--- src/rtl/wpft_pkg.sv ---
// Package for the word-pair frequency table: sizes, derived widths, codes and
// the command and status structs that pass between the controller and the datapath.
// Has no dependencies.
package wpft_pkg;

    // Store sizes and field widths.
    localparam int FIRST_ENTRIES = 256;
    localparam int PAIR_ENTRIES  = 1024;
    localparam int WORD_ID_BITS  = 16;
    localparam int COUNT_BITS    = 16;

    // Port widths that the request and response fields fix.
    localparam int IN_WORD_BITS = 16;
    localparam int SCORE_BITS   = 17;

    // Derived widths.
    localparam int FIRST_AW    = (FIRST_ENTRIES > 1) ? $clog2(FIRST_ENTRIES) : 1;
    localparam int PAIR_AW     = (PAIR_ENTRIES > 1) ? $clog2(PAIR_ENTRIES) : 1;
    localparam int FIRST_CW    = $clog2(FIRST_ENTRIES + 1);
    localparam int PAIR_CW     = $clog2(PAIR_ENTRIES + 1);
    localparam int MAX_ENTRIES = (FIRST_ENTRIES > PAIR_ENTRIES) ? FIRST_ENTRIES : PAIR_ENTRIES;
    localparam int IDX_W       = $clog2(MAX_ENTRIES + 1);
    localparam int SUM_BITS    = ((COUNT_BITS > SCORE_BITS) ? COUNT_BITS : SCORE_BITS) + 1;

    typedef logic [WORD_ID_BITS-1:0] t_id;
    typedef logic [COUNT_BITS-1:0]   t_count;
    typedef logic [SCORE_BITS-1:0]   t_score;

    localparam t_score SCORE_MAX = '1;
    localparam t_count COUNT_MAX = '1;

    // Request type codes.
    localparam logic REQ_INSERT = 1'b0;
    localparam logic REQ_LOOKUP = 1'b1;

    // Response status codes.
    localparam logic STATUS_DONE    = 1'b0;
    localparam logic STATUS_DROPPED = 1'b1;

    // Controller states.
    typedef enum logic [1:0] {
        ST_IDLE,
        ST_SCAN,
        ST_COMMIT
    } t_state;

    // Commands from the controller to the datapath.
    typedef struct packed {
        logic start;
        logic scan;
        logic commit;
    } t_cmd;

    // Status from the datapath to the controller.
    typedef struct packed {
        logic scan_done;
    } t_stat;

endpackage

--- src/rtl/wpft_ctrl.sv ---
// Controller of the word-pair frequency table: request and response handshakes
// and the sequencing of scan and commit in the datapath.
// Depends on wpft_pkg.
module wpft_ctrl (
    input  logic            i_clk,
    input  logic            i_rst_n,
    input  logic            i_req_valid,
    output logic            o_req_ready,
    output logic            o_rsp_valid,
    input  logic            i_rsp_ready,
    output wpft_pkg::t_cmd  o_cmd,
    input  wpft_pkg::t_stat i_stat
);

    wpft_pkg::t_state r_state;
    wpft_pkg::t_state n_state;
    logic             r_rsp_valid;
    logic             n_rsp_valid;
    logic             rsp_free;

    // State and response-valid registers.
    always_ff @(posedge i_clk) begin
        if (!i_rst_n) begin
            r_state     <= wpft_pkg::ST_IDLE;
            r_rsp_valid <= 1'b0;
        end else begin
            r_state     <= n_state;
            r_rsp_valid <= n_rsp_valid;
        end
    end

    // Next state and commands. A request is taken while an earlier response still waits.
    always_comb begin
        n_state     = r_state;
        o_cmd       = '0;
        o_req_ready = 1'b0;
        rsp_free    = !r_rsp_valid || i_rsp_ready;
        unique case (r_state)
            wpft_pkg::ST_IDLE: begin
                o_req_ready = 1'b1;
                if (i_req_valid) begin
                    o_cmd.start = 1'b1;
                    n_state     = wpft_pkg::ST_SCAN;
                end
            end
            wpft_pkg::ST_SCAN: begin
                o_cmd.scan = 1'b1;
                if (i_stat.scan_done) begin
                    n_state = wpft_pkg::ST_COMMIT;
                end
            end
            wpft_pkg::ST_COMMIT: begin
                if (rsp_free) begin
                    o_cmd.commit = 1'b1;
                    n_state      = wpft_pkg::ST_IDLE;
                end
            end
            default: begin
                n_state = wpft_pkg::ST_IDLE;
            end
        endcase
        if (o_cmd.commit) begin
            n_rsp_valid = 1'b1;
        end else if (i_rsp_ready) begin
            n_rsp_valid = 1'b0;
        end else begin
            n_rsp_valid = r_rsp_valid;
        end
    end

    assign o_rsp_valid = r_rsp_valid;

endmodule

--- config.mk ---
export PLATFORM = sky130hd
export DESIGN_NAME = wpft_ctrl
export DESIGN_NICKNAME = d
export VERILOG_FILES = /design/src/rtl/wpft_pkg.sv /design/src/rtl/wpft_ctrl.sv
export SDC_FILE = /design/constraint.sdc
export NUM_CORES = 1
export LEC_CHECK = 0
export ABC_AREA = 1
export ABC_CLOCK_PERIOD_IN_PS = 800
export BUFFER_PORTS_ARGS = -buffer_cell sky130_fd_sc_hd__buf_2
export CAP_MARGIN = 10
export CORE_AREA = 2 2 39 41
export DETAILED_ROUTE_END_ITERATION = 10
export DIE_AREA = 0 0 41 43
export GPL_TIMING_DRIVEN = 0
export HOLD_SLACK_MARGIN = 0.02
export PLACE_DENSITY = 0.3
export SLEW_MARGIN = 0
export SYNTH_ARGS = -nofsm -noshare
export SYNTH_HDL_FRONTEND = slang
export SYNTH_SLANG_ARGS = --single-unit
--- constraint.sdc ---
create_clock -name i_clk -period 0.8 [get_ports i_clk]
set_input_delay 0.08 -clock i_clk [delete_from_list [all_inputs] [get_ports i_clk]]
set_output_delay 0.08 -clock i_clk [all_outputs]
set_load 0.005 [all_outputs]
==> impl_metrics.py <==
metrics = {
    "run_status": {
        "status": "finished, violations left",
        "failed_checks": "negative setup slack",
    },
    "timing": {
        "slew_headroom_pct": 91.23,
        "rsz0062_at_grt": "yes",
        "fin_worst_skew_ns": 0.004430,
        "maxSlewViolCount": 0,
        "fmax_ghz": 0.9978,
        "final-setup-viol-count": 7,
        "min_period_ns": 1.002,
        "worst_pin_slew_ns": 0.1312,
        "setup_ws_ns": -0.2022,
        "hold_viol_final": 0,
        "period_share_pct": 125.3,
    },
    "global_route": {
        "grt_first_pass_wirelength_um": 627,
        "grt_pass1_vias": 167,
        "grt_usage_pct": 6.118,
        "grt_max_degree": 6,
        "grt_use_met2_pct": 6.563,
        "grtUsageMet1_pct": 6.090,
        "antenna_found_initial": 0,
        "gr-total-overflow": 0,
        "grt_util_met3_pct": 9.424,
        "grt_most_used_layer": "met3",
    },
    "clock_tree": {
        "cts_tree": "built",
        "root_buffer": "clkbuf_4",
        "insertion_delay_ns": 0.23,
        "hold_buffers": 0,
        "cts_inserted_buffers": 3,
        "clkTransAtPathRegs_ns": 0.04,
        "clkSinkCount": 3,
        "htree_levels": 1,
        "clock_path_buffers": 2,
    },
    "critical_path": {
        "worstPathMaxFanout": 3,
        "critPathTopFamily": "flip-flops",
        "cp-start-kind": "register",
        "rr_worst_depth": 5,
        "cp-end-kind": "output pin",
        "rr_endpoint": "r_state[1]",
        "r2r_start": "r_state[1]",
        "worst-setup-path-type": "reg -> out",
        "slowest_delay_ns": 0.37,
        "path_buf_inv": 2,
        "reg2reg_slack_ns": -0.09,
        "critPathSlowestCell": "dfxtp_4",
        "cp.required_ns": 0.72,
        "cp.arrival_ns": 0.92,
        "crit_chain": "inv_4 -> nor3_4 -> buf_6",
    },
    "logic_synthesis": {
        "yosysTopAreaCell": "dfxtp_1",
        "ys_ff_latch": 3,
        "synth_area_leaders": "dfxtp_1 39%, inv_1 12%, nor2_2 8.2%",
        "synth_ff_type": "dfxtp_1",
        "synthCells": 22,
        "synth_cell_type_count": 12,
        "synth_top_area_share_pct": 39.34,
        "ys.warnings.count": 0,
        "yosysMostFrequentCell": "inv_1",
        "seq_area_frac_synth_pct": 39.34,
        "async_flop_share_pct": 0,
        "syn_avg_cell_area_sq_um": 6.938,
        "syn_nets": 27,
        "synth_edf_count": 0,
        "synth.cells.most_frequent": "5 x inv_1, 3 x dfxtp_1, 3 x nand2_1",
        "syn-cell-area_sq_um": 152.6,
    },
    "run": {
        "maxCapViolations": 0,
    },
    "drt": {
        "drt_first_pass_iters": 4,
        "wl_per_cell_um": 7.151,
        "viasPerCell": 3.415,
        "wirelength_um": 379,
        "drtIter0Drc": 2,
        "vias": 181,
        "drc_errors": 0,
        "ant_nets": 0,
    },
    "floorplanning": {
        "io_pins": 10,
        "die-area_sq_um": 1763,
        "die_h_um": 43,
        "coreArea_sq_um": 1384,
        "rows": 14,
        "die_w_um": 41,
        "initial_utilization_pct": 11.03,
    },
    "cells_and_area": {
        "drive_above_1_share_pct": 75.68,
        "diodes": 0,
        "fin_area_sq_um": 309.0,
        "syn2layout_area_growth_pct": 102.5,
        "multi_input_area_sq_um": 91.34,
        "register_area_sq_um": 68.82,
        "nets": 43,
        "nFillCells": 158,
        "layout.cells.non_filler": 53,
    },
    "min_path": {
        "hold-path-cell-count": 2,
        "hold_end": "o_rsp_valid",
        "holdCritStartpoint": "i_rst_n",
        "hold_class": "in -> reg",
    },
    "pwr": {
        "peakVddDrop_mv": 0.7592,
        "power_leakage_uw": 0.0001438,
        "power_uw": 512.4,
        "pwr_density_cell_nw_per_um2": 1658,
    },
    "place": {
        "dp.cells": 47,
        "hpwl_um": 271.3,
        "placed_cell_area_sq_um": 217.7,
        "port_buffers": 9,
        "gp_congestion": 0.6992,
        "pre_cts_slack_ns": -0.1315,
    },
}
-- cells by family after synthesis --
family | Yosys count | synth area share (%)
AOI/OAI and AO/OA | 3 | 13.93
buffers and inverters | 7 | 19.67
DFF | 3 | 39.35
and+or+nand+nor | 9 | 27.04
-- through the flow --
step | TNS, ns | util [%] | hold WS, ns
2_1_floorplan | 0 | - | 0.1975
3_3_place_gp | -0.1518 | 15.73 | 0.3059
3_5_place_dp | -0.1521 | 15.73 | 0.3044
4_1_cts | -0.6881 | 20.16 | 0.05897
5_1_grt | -1.078 | 22.33 | 0.06939
6_report | -0.7275 | 22.33 | 0.06779
-- report_power, final --
| group | switching, uW | internal [uW] |
|---|---|---|
| Combinational | 35.9 | 46.0 |
| Sequential | 14.5 | 155 |
| Clock | 74.1 | 187 |
| Total | 125 | 388 |
-- per-layer routing --
| metal | part of all wire, % | vias to the layer above | wire length [um] |
|---|---|---|---|
| li1 | - | 93 | - |
| met1 | 42 | 75 | 161 |
| met2 | 35 | 13 | 133 |
| met3 | 22 | 0 | 84 |
| met4 | 0 | 0 | 0 |
| met5 | 0 | - | 0 |
-- cell usage in the layout (no fill, tap or decap), types with 2 or more instances in the layout --
master / synthesis / final
nor2_4: 0 / 2
nand2_1: 3 / 2
dfxtp_4: 0 / 2
nor2_2: 2 / 2
buf_4: 1 / 2
buf_6: 0 / 2
inv_1: 5 / 3
inv_2: 1 / 2
clkbuf_4: 0 / 3
buf_2: 0 / 8
-- timing repair --
| action | CTS | global route |
|---|---|---|
| resized for setup | 11 | 6 |
| setup endpoints to repair | 5 | 7 |
| cloned | 0 | 0 |
| pin swaps | 4 | 1 |
| buffers inserted | 2 | 1 |
-- how the worst max path moves through the flow --
stage	from	to	slack, ns	depth (start not counted)
after floorplan	r_state[1]	o_cmd[0]	0.01	3
after global placement	r_state[1]	o_cmd[0]	-0.14	4
after detailed placement	r_state[1]	o_cmd[0]	-0.13	4
after CTS	o_rsp_valid	o_cmd[0]	-0.24	4
after global routing	r_state[1]	o_cmd[0]	-0.25	3
final	r_state[1]	o_cmd[0]	-0.20	3
-- area by class of cell --
| class | instances | area share, % |
|---|---|---|
| multi-input combinational | 12 | 29.55 |
| tap | 16 | 6.478 |
| inverter | 6 | 8.097 |
| sequential | 3 | 22.27 |
| clock buffer | 4 | 8.502 |
| timing repair buffer | 12 | 25.10 |
-- flip-flops by register name (all words and copies together), names as in the netlist --
name	cells
o_rsp_valid	1
r_state	2
(Power assumes the default switching activity.)
